<file path="config.mk">
export PLATFORM = sky130hd
export DESIGN_NAME = bitonic_sorter
export DESIGN_NICKNAME = d
export VERILOG_FILES = /design/src/rtl/bs_pkg.sv /design/src/rtl/bs_front.sv /design/src/rtl/bs_queue.sv /design/src/rtl/bs_back.sv /design/src/rtl/bitonic_sorter.sv
export SDC_FILE = /design/constraint.sdc
export NUM_CORES = 2
export LEC_CHECK = 0
export BUFFER_PORTS_ARGS = -buffer_cell sky130_fd_sc_hd__buf_2
export CELL_PAD_IN_SITES_DETAIL_PLACEMENT = 2
export CELL_PAD_IN_SITES_GLOBAL_PLACEMENT = 2
export CORE_UTILIZATION = 40
export CTS_BUF_LIST = sky130_fd_sc_hd__clkbuf_8
export DETAILED_ROUTE_END_ITERATION = 12
export GPL_ROUTABILITY_DRIVEN = 0
export GPL_TIMING_DRIVEN = 0
export PLACE_DENSITY = 0.75
export RECOVER_POWER = 25
export REMOVE_ABC_BUFFERS = 1
export SLEW_MARGIN = 25
export SYNTH_ARGS = -nofsm -noshare
export SYNTH_HDL_FRONTEND = slang
export SYNTH_SLANG_ARGS = --single-unit
</file>
<file path="constraint.sdc">
create_clock -name clk -period 4.21 [get_ports clk]
set_input_delay 0.842 -clock clk [delete_from_list [all_inputs] [get_ports clk]]
set_output_delay 0.842 -clock clk [all_outputs]
set_load 0.02 [all_outputs]
</file>
<file path="src/rtl/bs_pkg.sv">
// shared types and constants of the bitonic sorter
`default_nettype none

package bs_pkg;

	localparam int VALUE_W = 32;
	localparam int LG_W    = 3;

	localparam logic [LG_W-1:0] LENGTH_LOG2_RESET = 3'd6;

	typedef logic signed [VALUE_W-1:0] value_t;

	// one loaded value as the front hands it to the back
	typedef struct packed {
		value_t            value;
		logic [LG_W-1:0]   lg;
		logic              is_final;
	} entry_t;

	typedef enum logic [2:0] {
		BK_IDLE,
		BK_READ,
		BK_WR1,
		BK_WR2,
		BK_EMIT
	} back_state_t;

endpackage

`default_nettype wire

</file>
<file path="src/rtl/bs_front.sv">
// front end: takes values in, picks their store position and marks batch ends
`default_nettype none

module bs_front #(
	parameter int MAX_LENGTH = 64
) (
	input  wire logic                                 clk,
	input  wire logic                                 arst_n,
	input  wire logic                                 accept,
	input  wire bs_pkg::value_t                       value,
	input  wire logic [bs_pkg::LG_W-1:0]              length_log2,
	output logic [((MAX_LENGTH > 1) ? $clog2(MAX_LENGTH) : 1)-1:0] push_pos,
	output bs_pkg::entry_t                            push_entry
);

	localparam int AW     = (MAX_LENGTH > 1) ? $clog2(MAX_LENGTH) : 1;
	localparam int LG_MAX = $clog2(MAX_LENGTH + 1) - 1;

	logic [AW-1:0]             count_q;
	logic [bs_pkg::LG_W-1:0]   lg_eff;
	logic [AW:0]               n_full;
	logic [AW-1:0]             n_mask;
	logic [AW-1:0]             pos;
	logic                      is_final;

	// clamp the length to at least two and at most the store size
	always_comb begin
		lg_eff = length_log2;
		if (length_log2 == '0) begin
			lg_eff = bs_pkg::LG_W'(1);
		end else if (length_log2 > bs_pkg::LG_W'(LG_MAX)) begin
			lg_eff = bs_pkg::LG_W'(LG_MAX);
		end
		n_full   = ((AW + 1)'(1) << lg_eff) - (AW + 1)'(1);
		n_mask   = n_full[AW-1:0];
		pos      = (count_q > n_mask) ? n_mask : count_q;
		is_final = (pos == n_mask);
	end

	assign push_pos            = pos;
	assign push_entry.value    = value;
	assign push_entry.lg       = lg_eff;
	assign push_entry.is_final = is_final;

	always_ff @(posedge clk or negedge arst_n) begin
		if (!arst_n) begin
			count_q <= '0;
		end else if (accept) begin
			count_q <= is_final ? '0 : pos + AW'(1);
		end
	end

endmodule

`default_nettype wire

</file>
<file path="src/rtl/bs_queue.sv">
// two-entry queue between the front end and the sort engine
`default_nettype none

module bs_queue #(
	parameter int WIDTH = 42
) (
	input  wire logic             clk,
	input  wire logic             arst_n,
	input  wire logic             push,
	input  wire logic [WIDTH-1:0] push_data,
	input  wire logic             pop,
	output logic                  full,
	output logic                  not_empty,
	output logic [WIDTH-1:0]      head
);

	logic [WIDTH-1:0] slot_q [2];
	logic             wr_ptr_q;
	logic             rd_ptr_q;
	logic [1:0]       cnt_q;

	assign full      = (cnt_q == 2'd2);
	assign not_empty = (cnt_q != 2'd0);
	assign head      = slot_q[rd_ptr_q];

	always_ff @(posedge clk) begin
		if (push) begin
			slot_q[wr_ptr_q] <= push_data;
		end
	end

	always_ff @(posedge clk or negedge arst_n) begin
		if (!arst_n) begin
			wr_ptr_q <= 1'b0;
			rd_ptr_q <= 1'b0;
			cnt_q    <= 2'd0;
		end else begin
			if (push) begin
				wr_ptr_q <= ~wr_ptr_q;
			end
			if (pop) begin
				rd_ptr_q <= ~rd_ptr_q;
			end
			case ({push, pop})
				2'b10:   cnt_q <= cnt_q + 2'd1;
				2'b01:   cnt_q <= cnt_q - 2'd1;
				default: cnt_q <= cnt_q;
			endcase
		end
	end

endmodule

`default_nettype wire

</file>
<file path="src/rtl/bs_back.sv">
// sort engine: value store, compare-exchange sequencer and result emission
`default_nettype none

module bs_back #(
	parameter int MAX_LENGTH = 64
) (
	input  wire logic                                 clk,
	input  wire logic                                 arst_n,
	input  wire logic                                 q_valid,
	input  wire logic [((MAX_LENGTH > 1) ? $clog2(MAX_LENGTH) : 1)-1:0] q_pos,
	input  wire bs_pkg::entry_t                       q_entry,
	output logic                                      q_pop,
	output logic                                      result_valid,
	output bs_pkg::value_t                            sorted_value,
	output logic                                      last
);

	localparam int AW = (MAX_LENGTH > 1) ? $clog2(MAX_LENGTH) : 1;

	bs_pkg::back_state_t       state_q, state_d;

	bs_pkg::value_t            mem [MAX_LENGTH];
	bs_pkg::value_t            rd_a_q, rd_b_q;

	logic [bs_pkg::LG_W-1:0]   lg_q, kl_q, jl_q;
	logic [AW-1:0]             t_q, e_q;
	logic [AW-1:0]             i_q, p_q;
	logic                      up_q, stage_end_q, done_q;
	logic                      out_v_s1, out_last_s1;

	logic [AW:0]               n_full, half_full;
	logic [AW-1:0]             n_mask, half_mask;
	logic [3:0]                jl_p1;
	logic [AW-1:0]             low_mask, i_c, p_c, k_sh;
	logic                      up_c, stage_end_c, last_pair_c, swap;

	logic                      rd_en, we, issue, emit_rd;
	logic [AW-1:0]             addr_a, addr_b, waddr;
	bs_pkg::value_t            wdata;

	// batch size masks and the pair addressed by the counters
	always_comb begin
		n_full      = ((AW + 1)'(1) << lg_q) - (AW + 1)'(1);
		half_full   = ((AW + 1)'(1) << (lg_q - bs_pkg::LG_W'(1))) - (AW + 1)'(1);
		n_mask      = n_full[AW-1:0];
		half_mask   = half_full[AW-1:0];
		jl_p1       = {1'b0, jl_q} + 4'd1;
		low_mask    = (AW'(1) << jl_q) - AW'(1);
		i_c         = ((t_q >> jl_q) << jl_p1) | (t_q & low_mask);
		p_c         = i_c | (AW'(1) << jl_q);
		k_sh        = i_c >> kl_q;
		up_c        = ~k_sh[0];
		stage_end_c = (t_q == half_mask);
		last_pair_c = stage_end_c && (jl_q == '0) && (kl_q == lg_q);
		swap        = up_q ? (rd_a_q > rd_b_q) : (rd_b_q > rd_a_q);
	end

	always_comb begin
		state_d = state_q;
		q_pop   = 1'b0;
		rd_en   = 1'b0;
		issue   = 1'b0;
		emit_rd = 1'b0;
		we      = 1'b0;
		addr_a  = i_c;
		addr_b  = p_c;
		waddr   = i_q;
		wdata   = swap ? rd_b_q : rd_a_q;
		case (state_q)
			bs_pkg::BK_IDLE: begin
				if (q_valid) begin
					q_pop = 1'b1;
					we    = 1'b1;
					waddr = q_pos;
					wdata = q_entry.value;
					if (q_entry.is_final) begin
						state_d = bs_pkg::BK_READ;
					end
				end
			end
			bs_pkg::BK_READ: begin
				rd_en   = 1'b1;
				issue   = 1'b1;
				state_d = bs_pkg::BK_WR1;
			end
			bs_pkg::BK_WR1: begin
				we      = 1'b1;
				state_d = bs_pkg::BK_WR2;
			end
			bs_pkg::BK_WR2: begin
				// second write of the pair; next pair of the same stage is read alongside
				we    = 1'b1;
				waddr = p_q;
				wdata = swap ? rd_a_q : rd_b_q;
				if (done_q) begin
					state_d = bs_pkg::BK_EMIT;
				end else if (stage_end_q) begin
					state_d = bs_pkg::BK_READ;
				end else begin
					rd_en   = 1'b1;
					issue   = 1'b1;
					state_d = bs_pkg::BK_WR1;
				end
			end
			bs_pkg::BK_EMIT: begin
				rd_en   = 1'b1;
				emit_rd = 1'b1;
				addr_a  = e_q;
				if (e_q == n_mask) begin
					state_d = bs_pkg::BK_IDLE;
				end
			end
			default: state_d = bs_pkg::BK_IDLE;
		endcase
	end

	always_ff @(posedge clk or negedge arst_n) begin
		if (!arst_n) begin
			state_q <= bs_pkg::BK_IDLE;
		end else begin
			state_q <= state_d;
		end
	end

	always_ff @(posedge clk) begin
		if (we) begin
			mem[waddr] <= wdata;
		end
		if (rd_en) begin
			rd_a_q <= mem[addr_a];
			rd_b_q <= mem[addr_b];
		end
	end

	// pair counters: t walks pairs, jl the merge distance, kl the block size
	always_ff @(posedge clk or negedge arst_n) begin
		if (!arst_n) begin
			lg_q        <= bs_pkg::LG_W'(1);
			kl_q        <= bs_pkg::LG_W'(1);
			jl_q        <= '0;
			t_q         <= '0;
			e_q         <= '0;
			i_q         <= '0;
			p_q         <= '0;
			up_q        <= 1'b1;
			stage_end_q <= 1'b0;
			done_q      <= 1'b0;
		end else begin
			if (q_pop && q_entry.is_final) begin
				lg_q <= q_entry.lg;
				kl_q <= bs_pkg::LG_W'(1);
				jl_q <= '0;
				t_q  <= '0;
				e_q  <= '0;
			end
			if (issue) begin
				i_q         <= i_c;
				p_q         <= p_c;
				up_q        <= up_c;
				stage_end_q <= stage_end_c;
				done_q      <= last_pair_c;
				if (!stage_end_c) begin
					t_q <= t_q + AW'(1);
				end else begin
					t_q <= '0;
					if (jl_q != '0) begin
						jl_q <= jl_q - bs_pkg::LG_W'(1);
					end else begin
						kl_q <= kl_q + bs_pkg::LG_W'(1);
						jl_q <= kl_q;
					end
				end
			end
			if (emit_rd) begin
				e_q <= e_q + AW'(1);
			end
		end
	end

	always_ff @(posedge clk or negedge arst_n) begin
		if (!arst_n) begin
			out_v_s1    <= 1'b0;
			out_last_s1 <= 1'b0;
		end else begin
			out_v_s1    <= emit_rd;
			out_last_s1 <= emit_rd && (e_q == n_mask);
		end
	end

	assign result_valid = out_v_s1;
	assign last         = out_last_s1;
	assign sorted_value = rd_a_q;

endmodule

`default_nettype wire

</file>
<file path="src/rtl/bitonic_sorter.sv">
// bitonic sorter top level: config register, front end, queue and sort engine
//
// Values enter one per transfer on start/value, accepted when start is high
// and busy is low. A batch holds 2^length_log2 values (length_log2 clamped to
// 1..log2(MAX_LENGTH)); the front end steers each value to its slot and tags
// the one that closes the batch. A two-entry queue sits between the front end
// and the sort engine, so up to two values can load while the engine works;
// busy is high only when that queue is full.
// Once the closing value reaches the engine it runs the bitonic network over
// the batch with one compare-exchange unit on a store that has one write port:
// each pair is read, then written back in two writes, the next pair's read
// riding on the second write, and each of the L(L+1)/2 stages opens with its
// own read. Loading runs at one value per cycle while busy is low.
// Results appear on result_valid/sorted_value/last, one per cycle, smallest
// first, last marking the largest; the receiver cannot stall them.
// The length register is written over cfg_valid/cfg_ready/cfg_data and must
// only change while no batch is in flight. Reset empties the queue, clears
// the load position and sets length_log2 to 6; store contents are not cleared.
`default_nettype none

module bitonic_sorter #(
	parameter int MAX_LENGTH = 64
) (
	input  wire logic                         clk,
	input  wire logic                         arst_n,
	input  wire logic                         start,
	output logic                              busy,
	input  wire logic signed [31:0]           value,
	input  wire logic                         cfg_valid,
	output logic                              cfg_ready,
	input  wire logic [bs_pkg::LG_W-1:0]      cfg_data,
	output logic                              result_valid,
	output logic signed [31:0]                sorted_value,
	output logic                              last
);

	localparam int AW = (MAX_LENGTH > 1) ? $clog2(MAX_LENGTH) : 1;
	localparam int QW = AW + $bits(bs_pkg::entry_t);

	logic [bs_pkg::LG_W-1:0] length_log2_q;
	logic                    accept;
	logic [AW-1:0]           push_pos;
	bs_pkg::entry_t          push_entry;
	logic                    q_full, q_not_empty, q_pop;
	logic [QW-1:0]           q_head;
	logic [AW-1:0]           q_pos;
	bs_pkg::entry_t          q_entry;

	assign cfg_ready = 1'b1;
	assign accept    = start && !q_full;
	assign busy      = q_full;

	always_ff @(posedge clk or negedge arst_n) begin
		if (!arst_n) begin
			length_log2_q <= bs_pkg::LENGTH_LOG2_RESET;
		end else if (cfg_valid && cfg_ready) begin
			length_log2_q <= cfg_data;
		end
	end

	bs_front #(
		.MAX_LENGTH (MAX_LENGTH)
	) u_front (
		.clk         (clk),
		.arst_n      (arst_n),
		.accept      (accept),
		.value       (value),
		.length_log2 (length_log2_q),
		.push_pos    (push_pos),
		.push_entry  (push_entry)
	);

	bs_queue #(
		.WIDTH (QW)
	) u_queue (
		.clk       (clk),
		.arst_n    (arst_n),
		.push      (accept),
		.push_data ({push_pos, push_entry}),
		.pop       (q_pop),
		.full      (q_full),
		.not_empty (q_not_empty),
		.head      (q_head)
	);

	assign q_pos   = q_head[QW-1 -: AW];
	assign q_entry = q_head[$bits(bs_pkg::entry_t)-1:0];

	bs_back #(
		.MAX_LENGTH (MAX_LENGTH)
	) u_back (
		.clk          (clk),
		.arst_n       (arst_n),
		.q_valid      (q_not_empty),
		.q_pos        (q_pos),
		.q_entry      (q_entry),
		.q_pop        (q_pop),
		.result_valid (result_valid),
		.sorted_value (sorted_value),
		.last         (last)
	);

endmodule

`default_nettype wire

</file>
==> flow_metrics.py, run 1 <==
metrics = {
    "run_status": {
        "outcome": "stopped before the end",
        "stop_stage": "global routing (5_1_grt)",
        "first-error": "[ERROR GRT-0232] Routing congestion too high. Check the congestion heatmap in the GUI.",
    },
    "logic_synthesis": {
        "synth_cell_types": 94,
        "ys_ff_latch": 2250,
        "async_flop_share_pct": 2.40,
        "yosys_warnings": 0,
        "synth_area_um2": 113000,
        "synth_edf_count": 2196,
        "ys.flop_type": "edfxtp_1",
        "synth_area_per_cell_um2": 10.3,
        "ys_seq_area_share_pct": 59.5,
        "yosys-top-cells-area": "edfxtp_1, nand2_1, nand3_1",
        "synth_common_cells": "nand2_1, edfxtp_1, nand3_1, mux2i_1, clkbuf_1",
        "yosys.area.top_type_share_pct": 58.3,
        "synth_area_leader_cell": "edfxtp_1",
        "synth_cells": 11000,
        "yosysMostFrequentCell": "nand2_1",
    },
    "cts": {
        "cts_num_sinks": 2250,
        "clockRootBuffer": "clkbuf_8",
        "cts_htree_levels": 5,
        "cts_max_path_buffers": 4,
        "cts_buffers": 408,
    },
    "floorplan": {
        "num_rows": 194,
        "die_y_um": 534,
        "io_pins": 75,
        "dieWidth_um": 534,
        "start_util_pct": 40.3,
    },
    "placement": {
        "pre_cts_ws_ns": -2.24,
        "placedCellCount": 14500,
        "io_buffers": 73,
        "post-dp-hpwl_um": 397000,
    },
    "global_routing": {
        "grt_overflow_total": 142,
        "grt_max_degree": 91,
        "grtUsageTotal_pct": 80.4,
        "antenna_found_initial": 186,
    },
    "sta": {
        "grt_repair_worst_endpoint": "u_back.mem[6][5]$_DFFE_PP_/D",
        "worst-ep-kind": "register input",
    },
}
==> metal layers <==
| layer | global-route usage [%] | overflow |
|---|---|---|
| met1 | 78.6 | 10 |
| met2 | 91.0 | 51 |
| met3 | 73.1 | 15 |
| met4 | 78.8 | 65 |
| met5 | 57.1 | 1 |
==> metrics by stage <==
step / TNS, ns / cell area [µm²] / util, %
floorplan: - / 109000 / -
global placement: - / 114000 / 40.8
detailed placement: -5724.11 / 129000 / 45.9
CTS: -100.92 / 144000 / 51.5
==> kinds of logic after synthesis <==
family | after synthesis | synth area share, %
simple gates | 5866 | 22.6
xor+xnor | 28 | 0.217
buf+inv | 968 | 3.70
other cells | 1 | 0.00332
flops | 2250 | 59.5
mux | 623 | 5.81
fa+ha+maj | 53 | 0.584
compound gates | 1220 | 7.58
==> timing repair <==
action	CTS
gates cloned	89
hold endpoints to repair	116
hold buffers	37
pin swaps	182
endpoints found under the setup margin	4161
buffers inserted	430
resized for setup	403
==> inputs of run 2 (changes only) <==
--- a/config.mk
+++ b/config.mk
@@ -6,14 +6,11 @@
 export NUM_CORES = 2
 export LEC_CHECK = 0
 export BUFFER_PORTS_ARGS = -buffer_cell sky130_fd_sc_hd__buf_2
-export CELL_PAD_IN_SITES_DETAIL_PLACEMENT = 2
-export CELL_PAD_IN_SITES_GLOBAL_PLACEMENT = 2
 export CORE_UTILIZATION = 40
-export CTS_BUF_LIST = sky130_fd_sc_hd__clkbuf_8
 export DETAILED_ROUTE_END_ITERATION = 12
 export GPL_ROUTABILITY_DRIVEN = 0
 export GPL_TIMING_DRIVEN = 0
-export PLACE_DENSITY = 0.75
+export PLACE_DENSITY_LB_ADDON = 0.15
 export RECOVER_POWER = 25
 export REMOVE_ABC_BUFFERS = 1
 export SLEW_MARGIN = 25
==> constraint.sdc (replaced) <==
create_clock -name clk -period 5.5 [get_ports clk]
set_input_delay 1.1 -clock clk [delete_from_list [all_inputs] [get_ports clk]]
set_output_delay 1.1 -clock clk [all_outputs]
set_load 0.02 [all_outputs]
==> run 2 against run 1 <==
  * The flow now finishes, with violations (max-capacitance violations, max-slew violations)
  * Synthesized cell count did not move
  * Synthesized area did not move
==> flow_metrics.py, run 2 <==
metrics = {
    "run_status": {
        "outcome": "finished with violations",
        "violations": "max-capacitance violations, max-slew violations",
    },
    "global_routing": {
        "antenna_found_initial": 24,
        "grt_max_degree": 75,
        "grt_overflow_total": 0,
        "first_global_vias": 88700,
        "grt_pass1_wl_um": 662000,
        "grtUsageTotal_pct": 32.2,
    },
    "setup_path": {
        "critical_path.max_stage_delay_ns": 0.59,
        "setup.worst_path.start": "u_back.jl_q[0]$_DFF_PN0_",
        "crit_cells": 16,
        "path_buf_inv": 6,
        "end_kind": "flop",
        "endpoint": "u_back.sorted_value[30]$_DFFE_PP_",
        "crit_arrival_ns": 6.19,
        "worstReg2RegStart": "u_back.jl_q[0]$_DFF_PN0_",
        "crit_fanout": 20,
        "path_cells": "ha_1 > ha_4 > nand2b_4 > o32a_4 > a31oi_4 > buf_4 > buf_16 > buf_16 > buf_16 > buf_16 > buf_16 > nand2_2 > o22ai_1 > o21ai_0 > o41ai_1 > and4_1",
        "crit_family": "compound AO/OA/AOI/OAI gates",
        "start_kind": "flop",
        "worstRegToRegCells": 16,
        "crit_required_ns": 6.20,
        "cp_common_cell": "buf_16",
        "crit_slowest_cell": "dfrtp_4",
        "regToRegEndpoint": "u_back.sorted_value[30]$_DFFE_PP_",
        "r2r_setup_slack_ns": 0.01,
        "path_class": "reg -> reg",
    },
    "cts": {
        "clock_latency_ns": 0.91,
        "cts_max_path_buffers": 4,
        "cts_num_sinks": 2250,
        "clockRootBuffer": "clkbuf_16",
        "cts_buffers": 268,
        "cts_htree_levels": 5,
        "cts_tree": "built",
        "clk_pin_slew_worst_paths_ns": 0.06,
    },
    "drt": {
        "drt_first_pass_iters": 7,
        "num_vias": 95700,
        "ant_nets": 0,
        "wl_per_cell_um": 31.5,
        "drt_iter0_markers": 14900,
        "vias_per_cell": 6.37,
        "totalWireLength_um": 474000,
        "drcViolationCount": 0,
    },
    "layout": {
        "layout_common_cells": "nand2_1, edfxtp_1, nand3_1, mux2i_1, and3_1",
        "nets": 11200,
        "final_util_pct": 48.9,
        "largest_register_ffs": 2048,
        "area_delta_synth_final_pct": 21.3,
        "reg_top3": "u_back.mem x2048, u_queue.slot_q x84",
        "drive_gt1_share_pct": 11.4,
        "layout_commonest_cell": "nand2_1",
        "top_register": "u_back.mem",
    },
    "floorplan": {
        "dieWidth_um": 534,
        "io_pins": 75,
        "num_rows": 194,
        "start_util_pct": 40.3,
        "core-area_um2": 280000,
        "dieArea_um2": 285000,
        "die_y_um": 534,
    },
    "sta": {
        "slew_violations": 152,
        "worst_pin_slew_ns": 3.07,
        "rsz0062_at_grt": "true",
        "setup_viol": 0,
        "max_slew_margin_pct": -104,
        "hold_violations": 0,
        "finClkSkew_ns": 0.0830,
        "finalCritPeriodShare_pct": 99.8,
        "min_period_ns": 5.49,
        "fmax_mhz": 182,
    },
    "logic_synthesis": {
        "yosys.area.top_type_share_pct": 58.3,
        "yosysMostFrequentCell": "nand2_1",
        "synth_area_per_cell_um2": 10.3,
        "ys_ff_latch": 2250,
        "yosys-top-cells-area": "edfxtp_1, nand2_1, nand3_1",
        "async_flop_share_pct": 2.40,
        "synth_cell_types": 94,
        "synth_area_um2": 113000,
        "yosys_warnings": 0,
        "synth_cells": 11000,
        "ys.flop_type": "edfxtp_1",
        "synth_common_cells": "nand2_1, edfxtp_1, nand3_1, mux2i_1, clkbuf_1",
        "synth_edf_count": 2196,
        "ys_seq_area_share_pct": 59.5,
        "synth_area_leader_cell": "edfxtp_1",
    },
    "worst_hold_path": {
        "hold_path.class": "in -> reg",
        "whs_path_depth": 1,
    },
    "flow_run": {
        "cap_violations": 6,
    },
    "placement": {
        "post-dp-hpwl_um": 318000,
        "io_buffers": 73,
    },
}
-- run 2: layer usage --
layer | part of all wire, % | wire length (µm) | track usage, %
met5 | 0.019 | 90 | 0
met1 | 38 | 181000 | 43.4
met3 | 13 | 60200 | 8.14
met4 | 5.9 | 27700 | 16.8
met2 | 43 | 205000 | 47.8
-- run 2: worst min path at each step --
stage	endpoint	slack (ns)	start
4_1_cts	u_queue.rd_ptr_q$_DFFE_PN0P_	0.28	arst_n
6_report	u_queue.slot_q[1][18]$_DFFE_PP_	0.40	value[14]
3_5_place_dp	u_back.i_q[5]$_DFFE_PN0P_	0.48	u_back.i_q[5]$_DFFE_PN0P_
5_1_grt	u_queue.slot_q[1][18]$_DFFE_PP_	0.40	value[14]
2_1_floorplan	u_back.p_q[3]$_DFFE_PN0P_	0.45	u_back.p_q[3]$_DFFE_PN0P_
3_3_place_gp	u_back.p_q[3]$_DFFE_PN0P_	0.46	u_back.p_q[3]$_DFFE_PN0P_
-- run 2: cells by family after synthesis --
kind of cell / synth area share (%)
compound gates: 7.58
xor+xnor: 0.217
fa+ha+maj: 0.584
buf+inv: 3.70
flops: 59.5
mux: 5.81
other cells: 0.00332
simple gates: 22.6
-- run 2: area by class of cell --
type | count | area [µm²]
fillers | 24300 | 143000
well taps | 3724 | 4660
repair buffers | 665 | 13500
flip-flops and latches | 2250 | 67300
inverters | 86 | 328
diodes | 13 | 32.5
clock inverters | 138 | 1300
multi-input cells | 7808 | 43000
clock buffers | 334 | 7130
-- run 2: repair_timing --
item | in CTS | in global routing
setup buffers | 13 | 11
hold buffers | 0 | 0
setup endpoints to repair | 2087 | 1421
pin swaps | 15 | 6
cloned | 13 | 2
resized for setup | 41 | 23
-- run 2: per-stage QoR --
| step | TNS, ns | hold WS (ns) | std cells | worst slack, ns | instance area, µm² |
|---|---|---|---|---|---|
| final | 0 | 0.400 | 15000 | 0.0119 | 137000 |
| after global routing | -0.000139 | 0.404 | 15000 | -0.000139 | 137000 |
| after CTS | -0.540 | 0.278 | 15000 | -0.0130 | 137000 |
| after detailed placement | -577.67 | 0.481 | 14500 | -0.920 | 128000 |
| after global placement | - | 0.461 | 13900 | -100.28 | 114000 |
| after floorplan | - | 0.450 | 10100 | -43.09 | 109000 |
Power of run 2 is left out: the tool's default activity adds up to more than one toggle a clock period on the data nets, which glitch-free logic cannot reach.
